### src/hdl/tsrf_pkg.sv
// ----------------------------------------------------------------------------
// Timed-text style run filter package
// Request and result types, register codes and result formatting helpers
// shared by the front, queue, back and top level.
// ----------------------------------------------------------------------------
package tsrf_pkg;

  localparam int unsigned CFG_IDX_W  = 3;
  localparam int unsigned CFG_DATA_W = 24;

  typedef enum logic [CFG_IDX_W-1:0] {
    REG_FONT_ID   = 3'd0,
    REG_FACE      = 3'd1,
    REG_FONT_SIZE = 3'd2,
    REG_COLOR     = 3'd3,
    REG_ALPHA     = 3'd4
  } reg_idx_e;

  // result kinds
  localparam logic [1:0] KIND_KEPT   = 2'd0;
  localparam logic [1:0] KIND_EMPTY  = 2'd1;
  localparam logic [1:0] KIND_REJECT = 2'd2;

  // face bit positions
  localparam int unsigned FACE_BOLD_BIT      = 0;
  localparam int unsigned FACE_ITALIC_BIT    = 1;
  localparam int unsigned FACE_UNDERLINE_BIT = 2;

  localparam logic [23:0] DFLT_COLOR_RST = 24'hFF_FFFF;
  localparam logic [7:0]  DFLT_ALPHA_RST = 8'hFF;

  typedef struct packed {
    logic        first_record;
    logic        last_record;
    logic [15:0] span_start;
    logic [15:0] span_end;
    logic [15:0] font_id;
    logic [7:0]  face_flags;
    logic [7:0]  font_size;
    logic [23:0] color_rgb;
    logic [7:0]  alpha;
  } tsrf_in_t;

  typedef struct packed {
    logic [1:0]  kind;
    logic [15:0] out_start;
    logic [15:0] out_end;
    logic [15:0] out_font_id;
    logic        out_bold;
    logic        out_italic;
    logic        out_underline;
    logic [7:0]  out_font_size;
    logic [23:0] out_color_bgr;
    logic [7:0]  out_alpha;
    logic        list_end;
  } tsrf_out_t;

  typedef struct packed {
    logic [15:0] font_id;
    logic [2:0]  face;
    logic [7:0]  font_size;
    logic [23:0] color;
    logic [7:0]  alpha;
  } tsrf_style_t;

  typedef struct packed {
    logic [15:0] start_pos;
    logic [15:0] end_pos;
    tsrf_style_t style;
  } tsrf_rec_t;

  // one queue entry: one or two results caused by a single request
  typedef struct packed {
    logic      two;
    tsrf_out_t res0;
    tsrf_out_t res1;
  } tsrf_entry_t;

  function automatic logic [23:0] swap_rb(logic [23:0] c);
    return {c[7:0], c[15:8], c[23:16]};
  endfunction

  function automatic tsrf_out_t rec_result(tsrf_rec_t r, logic last);
    tsrf_out_t o;
    o.kind          = KIND_KEPT;
    o.out_start     = r.start_pos;
    o.out_end       = r.end_pos;
    o.out_font_id   = r.style.font_id;
    o.out_bold      = r.style.face[FACE_BOLD_BIT];
    o.out_italic    = r.style.face[FACE_ITALIC_BIT];
    o.out_underline = r.style.face[FACE_UNDERLINE_BIT];
    o.out_font_size = r.style.font_size;
    o.out_color_bgr = swap_rb(r.style.color);
    o.out_alpha     = r.style.alpha;
    o.list_end      = last;
    return o;
  endfunction

  function automatic tsrf_out_t marker_result(logic [1:0] kind);
    tsrf_out_t o;
    o          = '0;
    o.kind     = kind;
    o.list_end = 1'b1;
    return o;
  endfunction

endpackage

### src/hdl/tsrf_front.sv
// ----------------------------------------------------------------------------
// Timed-text style run filter front end
// Holds the default style and the held record, classifies each request and
// pushes the results it causes into the queue as one entry.
// ----------------------------------------------------------------------------
module tsrf_front import tsrf_pkg::*; (
  input  logic                  clk_i,
  input  logic                  rst_ni,
  input  logic                  cfg_we_i,
  input  logic [CFG_IDX_W-1:0]  cfg_index_i,
  input  logic [CFG_DATA_W-1:0] cfg_data_i,
  input  logic                  in_valid_i,
  output logic                  in_ready_o,
  input  tsrf_in_t              in_req_i,
  input  logic                  q_ready_i,
  output logic                  push_o,
  output tsrf_entry_t           push_entry_o
);

  tsrf_style_t dflt_q;
  tsrf_rec_t   pend_q, pend_d;
  logic        pend_valid_q, pend_valid_d;
  logic        failed_q, failed_d;

  logic        acc;
  tsrf_style_t in_style;
  logic        pv_eff, failed_eff, reject, keep, merge, newrec, emit_old, pv_mid;
  tsrf_rec_t   pend_mid;
  tsrf_out_t   final_res;

  assign in_ready_o = q_ready_i;
  assign acc        = in_valid_i & q_ready_i;

  always_ff @(posedge clk_i or negedge rst_ni) begin
    if (!rst_ni) begin
      dflt_q <= '{font_id: 16'd0, face: 3'd0, font_size: 8'd0,
                  color: DFLT_COLOR_RST, alpha: DFLT_ALPHA_RST};
    end else if (cfg_we_i) begin
      unique case (reg_idx_e'(cfg_index_i))
        REG_FONT_ID:   dflt_q.font_id   <= cfg_data_i[15:0];
        REG_FACE:      dflt_q.face      <= cfg_data_i[2:0];
        REG_FONT_SIZE: dflt_q.font_size <= cfg_data_i[7:0];
        REG_COLOR:     dflt_q.color     <= cfg_data_i[23:0];
        REG_ALPHA:     dflt_q.alpha     <= cfg_data_i[7:0];
        default:       ;
      endcase
    end
  end

  always_comb begin
    in_style = '{font_id:   in_req_i.font_id,
                 face:      in_req_i.face_flags[2:0],
                 font_size: in_req_i.font_size,
                 color:     in_req_i.color_rgb,
                 alpha:     in_req_i.alpha};

    // a first record opens a fresh list
    pv_eff     = pend_valid_q & ~in_req_i.first_record;
    failed_eff = failed_q & ~in_req_i.first_record;

    reject = (in_req_i.span_end < in_req_i.span_start) |
             (pv_eff & (in_req_i.span_start < pend_q.end_pos));
    keep   = (in_req_i.span_start != in_req_i.span_end) & (in_style != dflt_q);
    merge  = keep & pv_eff & (in_style == pend_q.style) &
             (in_req_i.span_start == pend_q.end_pos);
    newrec   = keep & ~merge;
    emit_old = newrec & pv_eff;

    pend_mid = pend_q;
    if (merge) begin
      pend_mid.end_pos = in_req_i.span_end;
    end
    if (newrec) begin
      pend_mid = '{start_pos: in_req_i.span_start, end_pos: in_req_i.span_end,
                   style: in_style};
    end
    pv_mid    = pv_eff | newrec;
    final_res = pv_mid ? rec_result(pend_mid, 1'b1) : marker_result(KIND_EMPTY);

    push_o            = 1'b0;
    push_entry_o.two  = 1'b0;
    push_entry_o.res0 = final_res;
    push_entry_o.res1 = final_res;
    pend_d            = pend_q;
    pend_valid_d      = pend_valid_q;
    failed_d          = failed_q;

    if (acc) begin
      if (failed_eff) begin
        // drop everything until the next list
        pend_valid_d = pv_eff;
      end else if (reject) begin
        push_o            = 1'b1;
        push_entry_o.res0 = marker_result(KIND_REJECT);
        pend_valid_d      = 1'b0;
        failed_d          = 1'b1;
      end else begin
        failed_d     = 1'b0;
        pend_d       = pend_mid;
        pend_valid_d = pv_mid & ~in_req_i.last_record;
        if (emit_old) begin
          push_o            = 1'b1;
          push_entry_o.res0 = rec_result(pend_q, 1'b0);
          push_entry_o.two  = in_req_i.last_record;
        end else if (in_req_i.last_record) begin
          push_o = 1'b1;
        end
      end
    end
  end

  always_ff @(posedge clk_i or negedge rst_ni) begin
    if (!rst_ni) begin
      pend_valid_q <= 1'b0;
      failed_q     <= 1'b0;
    end else begin
      pend_valid_q <= pend_valid_d;
      failed_q     <= failed_d;
    end
  end

  always_ff @(posedge clk_i) begin
    pend_q <= pend_d;
  end

endmodule

### src/hdl/tsrf_queue.sv
// ----------------------------------------------------------------------------
// Timed-text style run filter queue
// Small FIFO of result entries between the front end and the back end.
// ----------------------------------------------------------------------------
module tsrf_queue import tsrf_pkg::*; #(
  parameter int unsigned DEPTH = 2
) (
  input  logic        clk_i,
  input  logic        rst_ni,
  input  logic        push_i,
  input  tsrf_entry_t entry_i,
  output logic        ready_o,
  input  logic        pop_i,
  output logic        valid_o,
  output tsrf_entry_t entry_o
);

  localparam int unsigned PTR_W = (DEPTH > 1) ? $clog2(DEPTH) : 1;
  localparam int unsigned CNT_W = $clog2(DEPTH + 1);

  tsrf_entry_t      mem_q [DEPTH];
  logic [PTR_W-1:0] wr_ptr_q, rd_ptr_q;
  logic [CNT_W-1:0] cnt_q;
  logic             do_push, do_pop;

  assign ready_o = (cnt_q != CNT_W'(DEPTH));
  assign valid_o = (cnt_q != '0);
  assign entry_o = mem_q[rd_ptr_q];
  assign do_push = push_i & ready_o;
  assign do_pop  = pop_i & valid_o;

  function automatic logic [PTR_W-1:0] next_ptr(logic [PTR_W-1:0] p);
    return (p == PTR_W'(DEPTH - 1)) ? '0 : p + 1'b1;
  endfunction

  always_ff @(posedge clk_i or negedge rst_ni) begin
    if (!rst_ni) begin
      wr_ptr_q <= '0;
      rd_ptr_q <= '0;
      cnt_q    <= '0;
    end else begin
      if (do_push) begin
        wr_ptr_q <= next_ptr(wr_ptr_q);
      end
      if (do_pop) begin
        rd_ptr_q <= next_ptr(rd_ptr_q);
      end
      if (do_push && !do_pop) begin
        cnt_q <= cnt_q + 1'b1;
      end else if (!do_push && do_pop) begin
        cnt_q <= cnt_q - 1'b1;
      end
    end
  end

  always_ff @(posedge clk_i) begin
    if (do_push) begin
      mem_q[wr_ptr_q] <= entry_i;
    end
  end

endmodule

### src/hdl/tsrf_back.sv
// ----------------------------------------------------------------------------
// Timed-text style run filter back end
// Pops queue entries and presents their one or two results on the output
// register, one result per handshake.
// ----------------------------------------------------------------------------
module tsrf_back import tsrf_pkg::*; (
  input  logic        clk_i,
  input  logic        rst_ni,
  input  logic        q_valid_i,
  input  tsrf_entry_t q_entry_i,
  output logic        pop_o,
  output logic        out_valid_o,
  input  logic        out_ready_i,
  output tsrf_out_t   out_req_o
);

  logic      out_valid_q, slot1_valid_q;
  tsrf_out_t out_q, slot1_q;
  logic      out_free;

  assign out_free    = ~out_valid_q | out_ready_i;
  // finish the second result of an entry before taking the next one
  assign pop_o       = out_free & ~slot1_valid_q & q_valid_i;
  assign out_valid_o = out_valid_q;
  assign out_req_o   = out_q;

  always_ff @(posedge clk_i or negedge rst_ni) begin
    if (!rst_ni) begin
      out_valid_q   <= 1'b0;
      slot1_valid_q <= 1'b0;
    end else if (out_free) begin
      if (slot1_valid_q) begin
        out_valid_q   <= 1'b1;
        slot1_valid_q <= 1'b0;
      end else if (q_valid_i) begin
        out_valid_q   <= 1'b1;
        slot1_valid_q <= q_entry_i.two;
      end else begin
        out_valid_q   <= 1'b0;
      end
    end
  end

  always_ff @(posedge clk_i) begin
    if (out_free) begin
      if (slot1_valid_q) begin
        out_q <= slot1_q;
      end else if (q_valid_i) begin
        out_q   <= q_entry_i.res0;
        slot1_q <= q_entry_i.res1;
      end
    end
  end

endmodule

### src/hdl/timed_text_style_run_filter.sv
// ----------------------------------------------------------------------------
// Timed-text style run filter
// Takes one style record per cycle while in_ready_o is high and returns the
// cleaned style list of a subtitle sample: reversed or overlapping records
// reject the list, empty and default-style records are dropped, adjacent
// equal records merge, and colors leave in BGR order. A record is accepted in
// any cycle in which the result queue (QUEUE_DEPTH entries) has room; its
// results pass through a queue entry and then the output register. The output
// port moves one result per cycle while out_ready_i is high, so a record that
// both pushes out the held record and ends the list occupies the output for
// two results, and the sustained rate is one record per cycle while each
// record gives at most one result and the output is not stalled.
// Default-style registers are written through the plain write port.
// ----------------------------------------------------------------------------
module timed_text_style_run_filter import tsrf_pkg::*; #(
  parameter int unsigned QUEUE_DEPTH = 2
) (
  input  logic                  clk_i,
  input  logic                  rst_ni,
  input  logic                  cfg_we_i,
  input  logic [CFG_IDX_W-1:0]  cfg_index_i,
  input  logic [CFG_DATA_W-1:0] cfg_data_i,
  input  logic                  in_valid_i,
  output logic                  in_ready_o,
  input  tsrf_in_t              in_req_i,
  output logic                  out_valid_o,
  input  logic                  out_ready_i,
  output tsrf_out_t             out_req_o
);

  logic        q_ready, q_valid, push, pop;
  tsrf_entry_t push_entry, head_entry;

  tsrf_front u_front (
    .clk_i        (clk_i),
    .rst_ni       (rst_ni),
    .cfg_we_i     (cfg_we_i),
    .cfg_index_i  (cfg_index_i),
    .cfg_data_i   (cfg_data_i),
    .in_valid_i   (in_valid_i),
    .in_ready_o   (in_ready_o),
    .in_req_i     (in_req_i),
    .q_ready_i    (q_ready),
    .push_o       (push),
    .push_entry_o (push_entry)
  );

  tsrf_queue #(
    .DEPTH (QUEUE_DEPTH)
  ) u_queue (
    .clk_i   (clk_i),
    .rst_ni  (rst_ni),
    .push_i  (push),
    .entry_i (push_entry),
    .ready_o (q_ready),
    .pop_i   (pop),
    .valid_o (q_valid),
    .entry_o (head_entry)
  );

  tsrf_back u_back (
    .clk_i       (clk_i),
    .rst_ni      (rst_ni),
    .q_valid_i   (q_valid),
    .q_entry_i   (head_entry),
    .pop_o       (pop),
    .out_valid_o (out_valid_o),
    .out_ready_i (out_ready_i),
    .out_req_o   (out_req_o)
  );

endmodule

### config.mk
export PLATFORM = sky130hd
export DESIGN_NAME = timed_text_style_run_filter
export DESIGN_NICKNAME = d
export VERILOG_FILES = /design/src/hdl/tsrf_pkg.sv /design/src/hdl/tsrf_front.sv /design/src/hdl/tsrf_queue.sv /design/src/hdl/tsrf_back.sv /design/src/hdl/timed_text_style_run_filter.sv
export SDC_FILE = /design/constraint.sdc
export NUM_CORES = 1
export LEC_CHECK = 0
export ABC_AREA = 1
export BUFFER_PORTS_ARGS = -buffer_cell sky130_fd_sc_hd__buf_2
export CAP_MARGIN = 25
export CORE_MARGIN = 5
export CORE_UTILIZATION = 51
export CTS_CLUSTER_SIZE = 25
export DETAILED_ROUTE_END_ITERATION = 12
export MAX_ROUTING_LAYER = met4
export PLACE_DENSITY = 0.79
export SYNTH_ARGS = -nofsm -noshare
export SYNTH_HDL_FRONTEND = slang
export SYNTH_HIERARCHICAL = 1
export SYNTH_SLANG_ARGS = --single-unit
### constraint.sdc
create_clock -name clk_i -period 14.4 [get_ports clk_i]
set_input_delay 2.88 -clock clk_i [delete_from_list [all_inputs] [get_ports clk_i]]
set_output_delay 2.88 -clock clk_i [all_outputs]
set_load 0.05 [all_outputs]
==> impl_metrics.yaml, run 1 <==
final_layout:
  drive_above_1_share_pct: 12.8
  nFillCells: 5198
  syn_to_final_growth_pct: 12.6
  multiInputGateArea_um2: 9370
  fin_util_pct: 57.9
  nNetsFinal: 3634
  seqCellArea_um2: 21500
  fin_area_um2: 36600
  final_cells: 4390
synthesis:
  async_flop_share_pct: 9.25
  yosysSeqAreaShare_pct: 66.1
  synth_seq_cells: 724
  netlist_top_cells_count: "nand2_1, edfxtp_1, inv_1"
  synth.top_cell.area_share_pct: 60.8
  synth_flop_cell: "edfxtp_1"
  syn_area_um2: 32500
  yosys-top-cells-area: "edfxtp_1, nand2_1, dfrtp_1, dfstp_2, inv_1"
  syn_area_per_cell_um2: 9.87
  synthCells: 3287
  synth_edf_count: 657
  synthesis.nets: 3450
  yosys_warnings: 6
  yosysTopAreaCell: "edfxtp_1"
  synthMostInstantiatedCell: "nand2_1"
  synth_cell_types: 34
worst_setup_path:
  arrival_ns: 7.84
  cp_cell_sequence: "buf_2, inv_1, ha_1, nand4_1, nor2_1, nand3_1, buf_4, a21boi_4, buf_4, inv_2, nand2_2, inv_4, buf_4, a21oi_1, nand2_1, nand2_1"
  cp_max_fo: 72
  cp_common_cell: "buf_4"
  cp_num_buf_inv: 7
  reg2reg_slack_ns: 9.28
  timing_worst_setup_path_type: "input port to register"
  cp_slowest_stage_delay_ns: 0.85
  worst_setup_path_end_kind: "register"
  crit_slowest_cell: "buf_4"
  cpLargestDelayFamily: "buffers and inverters"
  critPathLaunchType: "input port"
  reg2reg_depth: 17
  cp.required_ns: 14.75
  cp.depth: 16
grt:
  grt_max_degree: 163
  overflow: 0
  grt_pass1_vias: 22000
  grtUsageTotal_pct: 24.5
  antenna_found_initial: 13
  grt_pass1_wl_mm: 128
placement:
  placed_cell_area_um2: 34100
  dp_slack_ns: 6.47
  dp_cells: 4237
  portBuffers: 220
  hpwl_mm: 52.8
  place.gp.congestion: 0.923
clocking:
  clkTransAtPathRegs_ns: 0.06
  clk_path_buf_depth: 3
  cts_resized: 0
  root_buffer: "clkbuf_16"
  hold_buffers: 0
  cts_tree: "yes"
  h-tree-depth: 3
  clk_latency_ns: 0.62
  postCtsSetupBuffers: 0
  cts_sinks: 724
  cts_made_buffers: 75
routing:
  drt-total-wl_mm: 84.5
  routed-via-count: 23300
  firstDrtPassIters: 5
  wl_per_cell_um: 19.2
  drc: 0
  detail-route-antenna-nets: 0
  via_per_inst: 5.31
  drtIter0Drc: 2846
timing:
  setup_violations: 0
  fin_skew_ns: 0.0443
  fmax_mhz: 134
  maxSlewViolCount: 0
  grt_setup_unrepaired: "no"
  min_period_over_period_pct: 52.0
  fin_crit_ns: 7.49
  timing.slew.headroom_pct: 32.5
  setup_tns_ns: 0
  setup_slack_ns: 6.91
  worst_pin_slew_ns: 1.01
  hold_violations: 0
hold_path:
  hp-class: "register to register"
  hold_depth: 2
floorplan:
  die_area_um2: 68800
  start_util_pct: 51.4
  die_w_um: 262
  rows: 92
  design.portCount: 226
  dieHeight_um: 262
  core_um2: 63100
job:
  maxCapViolCount: 0
power:
  p_per_area_nw_per_um2: 198
  p_leak_nw: 16.1
  vdd_ir_drop_max_v: 0.000141
status:
  outcome: "complete, no violations"
## worst min-delay path, cell delays in order, from the launching register on
cell     delay, ns
dfstp_2       0.36
inv_1         0.06
a21oi_1       0.06
## stage by stage
| stage | total power [mW] | hold WS [ns] |
|---|---|---|
| after floorplan | 4.84 | 0.460 |
| after global placement | 5.36 | 0.472 |
| after detailed placement | 5.42 | 0.475 |
| after CTS | 7.26 | 0.484 |
| after global routing | 7.59 | 0.514 |
| final | 7.24 | 0.485 |
## layer usage
metal  vias up  global-route usage (%)  routed length [um]
li1      11100                       -                   -
met1     10800                    33.5               33700
met2      1314                    36.8               38700
met3       162                    4.93                9390
met4         0                    9.04                2720
met5         -                       -                   0
## area by class of cell
| class | instances | share of cell area (%) |
|---|---|---|
| Clock inverter | 33 | 0.691 |
| Tap cell | 846 | 2.90 |
| Timing Repair Buffer | 246 | 3.74 |
| Multi-Input combinational cell | 2177 | 25.6 |
| Antenna cell | 13 | 0.0890 |
| Clock buffer | 104 | 5.70 |
| Sequential cell | 724 | 58.7 |
| Inverter | 247 | 2.56 |
## sequential cells by signal (all words and copies together) (netlist names)
| name | flops |
|---|---|
| u_back/out_req_o | 94 |
| u_back/out_valid_o | 1 |
| u_back/slot1_q | 94 |
| u_back/slot1_valid_q | 1 |
| u_front/dflt_q | 59 |
| u_front/failed_q | 1 |
| u_front/pend_q | 91 |
| u_front/pend_valid_q | 1 |
| u_queue/cnt_q | 2 |
| u_queue/mem_q | 378 |
| u_queue/rd_ptr_q | 1 |
| u_queue/wr_ptr_q | 1 |
## kinds of logic (layout without fill, tap and decap cells)
logic type | count (synthesis) | after routing | share of synthesized area, %
buffers and inverters | 386 | 630 | 5.17
flip-flops | 724 | 724 | 66.1
AND/OR/NAND/NOR | 1843 | 1843 | 21.9
adder cells (fa/ha/maj) | 33 | 33 | 1.27
XOR/XNOR | 46 | 46 | 1.24
multiplexers | 6 | 6 | 0.208
other | 2 | 15 | 0.0231
AO/OA/AOI/OAI | 247 | 247 | 4.13
## layout by cell type, fill, tap and decap left out, types with 22 or more instances in the layout
| cell | netlist | final |
|---|---|---|
| dfrtp_1 | 35 | 33 |
| nand3_1 | 66 | 66 |
| xor2_1 | 27 | 27 |
| nand2_1 | 1596 | 1596 |
| inv_2 | 24 | 22 |
| o21ai_1 | 22 | 22 |
| edfxtp_1 | 657 | 657 |
| nor2_1 | 145 | 142 |
| clkbuf_16 | 0 | 78 |
| o21ai_0 | 154 | 154 |
| dfstp_2 | 32 | 32 |
| buf_2 | 51 | 220 |
| ha_1 | 33 | 33 |
| a21oi_1 | 42 | 41 |
| inv_1 | 223 | 223 |
## path summary, 6_finish.rpt
kind | from | end
hold / removal | u_front/dflt_q[25]$_DFFE_PN1P_ | u_front/dflt_q[25]$_DFFE_PN1P_
hold reg to reg | u_front/dflt_q[25]$_DFFE_PN1P_ | u_front/dflt_q[25]$_DFFE_PN1P_
setup reg to reg | u_front/dflt_q[22]$_DFFE_PN1P_ | u_queue/mem_q[0][118]$_DFFE_PP_
min in group asynchronous | rst_ni | u_front/dflt_q[32]$_DFFE_PN0P_
setup / recovery | in_req_i[95] | u_queue/mem_q[0][118]$_DFFE_PP_
max in group asynchronous | rst_ni | u_back/slot1_valid_q$_DFFE_PN0P_
## report_power, final
part	switching (mW)	internal [mW]	total, mW
clock	0.796	1.05	1.85
sequential	0.198	3.04	3.24
combinational	1.70	0.452	2.15
Power figures use the tool's default switching activity.
==> run 2, diff against run 1 <==
- PLACE_DENSITY: 0.79 -> 0.82
- clock period: 14.4 -> 6.3 ns (I/O delays scaled with it)
==> run 2 against run 1 <==
  * Register-to-register slack worse by 7.4 ns
  * Worst hold slack better by 0.0036 ns
  * Routed wire length is 1.0% higher
  * Final area hardly changed
  * Sequential share of layout area is 0.058 points lower
  * Combinational power is 130% higher
  * Global-route usage is 0.29 points higher
  * Worst setup slack worse by 5.4 ns
  * Die area stayed put
  * Sequential power is 130% higher
  * Clock-buffer cell count is 2 lower
==> impl_metrics.yaml, run 2 (same netlist as run 1, synthesis figures left out) <==
worst_setup_path:
  critPathLaunchType: "input port"
  cp_max_fo: 43
  timing_worst_setup_path_type: "input port to register"
  crit_slowest_cell: "nand3_1"
  reg2reg_slack_ns: 1.87
  cp_cell_sequence: "buf_2, ha_1, nand4_1, or2_1, nor2_1, nand2_1, nor2_1, nand3_1, nand3_2, buf_4, nor2_2, buf_4, inv_2, o21ai_0"
  worst_setup_path_end_kind: "register"
  cp.required_ns: 6.60
  cp_num_buf_inv: 4
  cp_slowest_stage_delay_ns: 0.54
  arrival_ns: 5.12
  cpLargestDelayFamily: "simple AND/OR/NAND/NOR gates"
final_layout:
  syn_to_final_growth_pct: 12.8
  layout_common_cells: "nand2_1, edfxtp_1, inv_1, buf_2, o21ai_0"
  largest_reg_flops: 378
  fin_area_um2: 36600
  drive_above_1_share_pct: 12.7
  nNetsFinal: 3636
  regMostFlops: "u_queue/mem_q"
  layout_commonest_cell: "nand2_1"
  fin_util_pct: 58.0
routing:
  drtIter0Drc: 3469
  drc: 0
  drt-total-wl_mm: 85.4
  via_per_inst: 5.45
  wl_per_cell_um: 19.5
  detail-route-antenna-nets: 0
  firstDrtPassIters: 6
  routed-via-count: 23900
clocking:
  clk_path_buf_depth: 3
  cts_sinks: 724
  cts_made_buffers: 73
  root_buffer: "clkbuf_16"
  cts_resized: 0
  h-tree-depth: 3
  clk_latency_ns: 0.62
  clkTransAtPathRegs_ns: 0.06
  hold_buffers: 0
  postCtsSetupBuffers: 0
  cts_tree: "yes"
placement:
  dp_slack_ns: 0.969
  portBuffers: 220
  place.gp.congestion: 0.954
  hpwl_mm: 54.8
  placed_cell_area_um2: 34200
grt:
  overflow: 0
  grtUsageTotal_pct: 24.7
  grt_pass1_vias: 22700
  antenna_found_initial: 10
  grt_pass1_wl_mm: 130
  grt_max_degree: 116
timing:
  hold_violations: 0
  min_period_over_period_pct: 76.4
  fin_skew_ns: 0.0306
  fmax_mhz: 208
  fin_crit_ns: 4.81
  maxSlewViolCount: 0
  timing.slew.headroom_pct: 30.8
  setup_violations: 0
  setup_slack_ns: 1.49
  grt_setup_unrepaired: "no"
  worst_pin_slew_ns: 1.04
power:
  total_power_mw: 16.6
  p_per_area_nw_per_um2: 454
  vdd_ir_drop_max_v: 0.000393
  p_leak_nw: 16.1
floorplan:
  core_um2: 63100
  dieHeight_um: 262
  start_util_pct: 51.4
  die_w_um: 262
  design.portCount: 226
  rows: 92
  die_area_um2: 68800
job:
  maxCapViolCount: 0
status:
  outcome: "complete, no violations"
hold_path:
  hp-class: "register to register"
[run 2: cell types whose count changed in the layout (fill, tap and decap cells not counted), moves of 2 or more]
| cell | change |
|---|---|
| clkbuf_16 | -2 |
| buf_4 | +6 |
| buf_8 | -2 |
| diode_2 | -3 |
| clkbuf_1 | +2 |
| bufinv_16 | +4 |
| clkinv_2 | -3 |
[run 2: final cells by class]
type / instances / area (um^2)
fillers: 5063 / 26500
flip-flops and latches: 724 / 21500
multi-input cells: 2177 / 9370
clock buffers: 102 / 2020
repair buffers: 250 / 1380
well taps: 846 / 1060
inverters: 247 / 935
clock inverters: 32 / 349
diodes: 10 / 25.0
[run 2: final timing paths]
| kind | start | to | depth (start not counted) |
|---|---|---|---|
| hold reg to reg | u_front/dflt_q[26]$_DFFE_PN1P_ | u_front/dflt_q[26]$_DFFE_PN1P_ | 2 |
| max in group asynchronous | rst_ni | u_back/slot1_valid_q$_DFFE_PN0P_ | 2 |
| min in group asynchronous | rst_ni | u_front/dflt_q[40]$_DFFE_PN0P_ | 2 |
| hold / removal | u_front/dflt_q[26]$_DFFE_PN1P_ | u_front/dflt_q[26]$_DFFE_PN1P_ | 2 |
| setup / recovery | in_req_i[87] | u_queue/mem_q[0][148]$_DFFE_PP_ | 14 |
| setup reg to reg | u_front/pend_q[66]$_DFFE_PP_ | u_queue/mem_q[0][148]$_DFFE_PP_ | 14 |
[run 2: per-layer routing]
metal | global-route usage, % | vias to the layer above | wire (um)
met5 | - | - | 0
met4 | 9.07 | 0 | 2800
met3 | 4.23 | 173 | 8880
met2 | 37.8 | 1415 | 39900
met1 | 33.9 | 11300 | 33800
li1 | - | 11100 | -
[run 2: metrics by stage]
| step | instances | hold slack [ns] | setup TNS [ns] |
|---|---|---|---|
| after global routing | 4388 | 0.515 | 0 |
| after CTS | 4378 | 0.490 | 0 |
| after global placement | 4244 | 0.471 | 0 |
| final | 4388 | 0.489 | 0 |
| after floorplan | 3287 | 0.460 | -745.36 |
| after detailed placement | 4244 | 0.480 | 0 |
[run 2: report_power, final]
group	total (mW)	internal, mW	switching, mW	leakage (nW)
clock network	4.32	2.51	1.81	1.15
registers	7.41	6.95	0.456	6.88
logic	4.88	1.04	3.84	8.10
total	16.6	10.5	6.11	16.1
[run 2: worst min-delay path, stage by stage, from the launching register on]
cell     delay, ns
dfstp_2       0.36
inv_1         0.06
a21oi_1       0.06
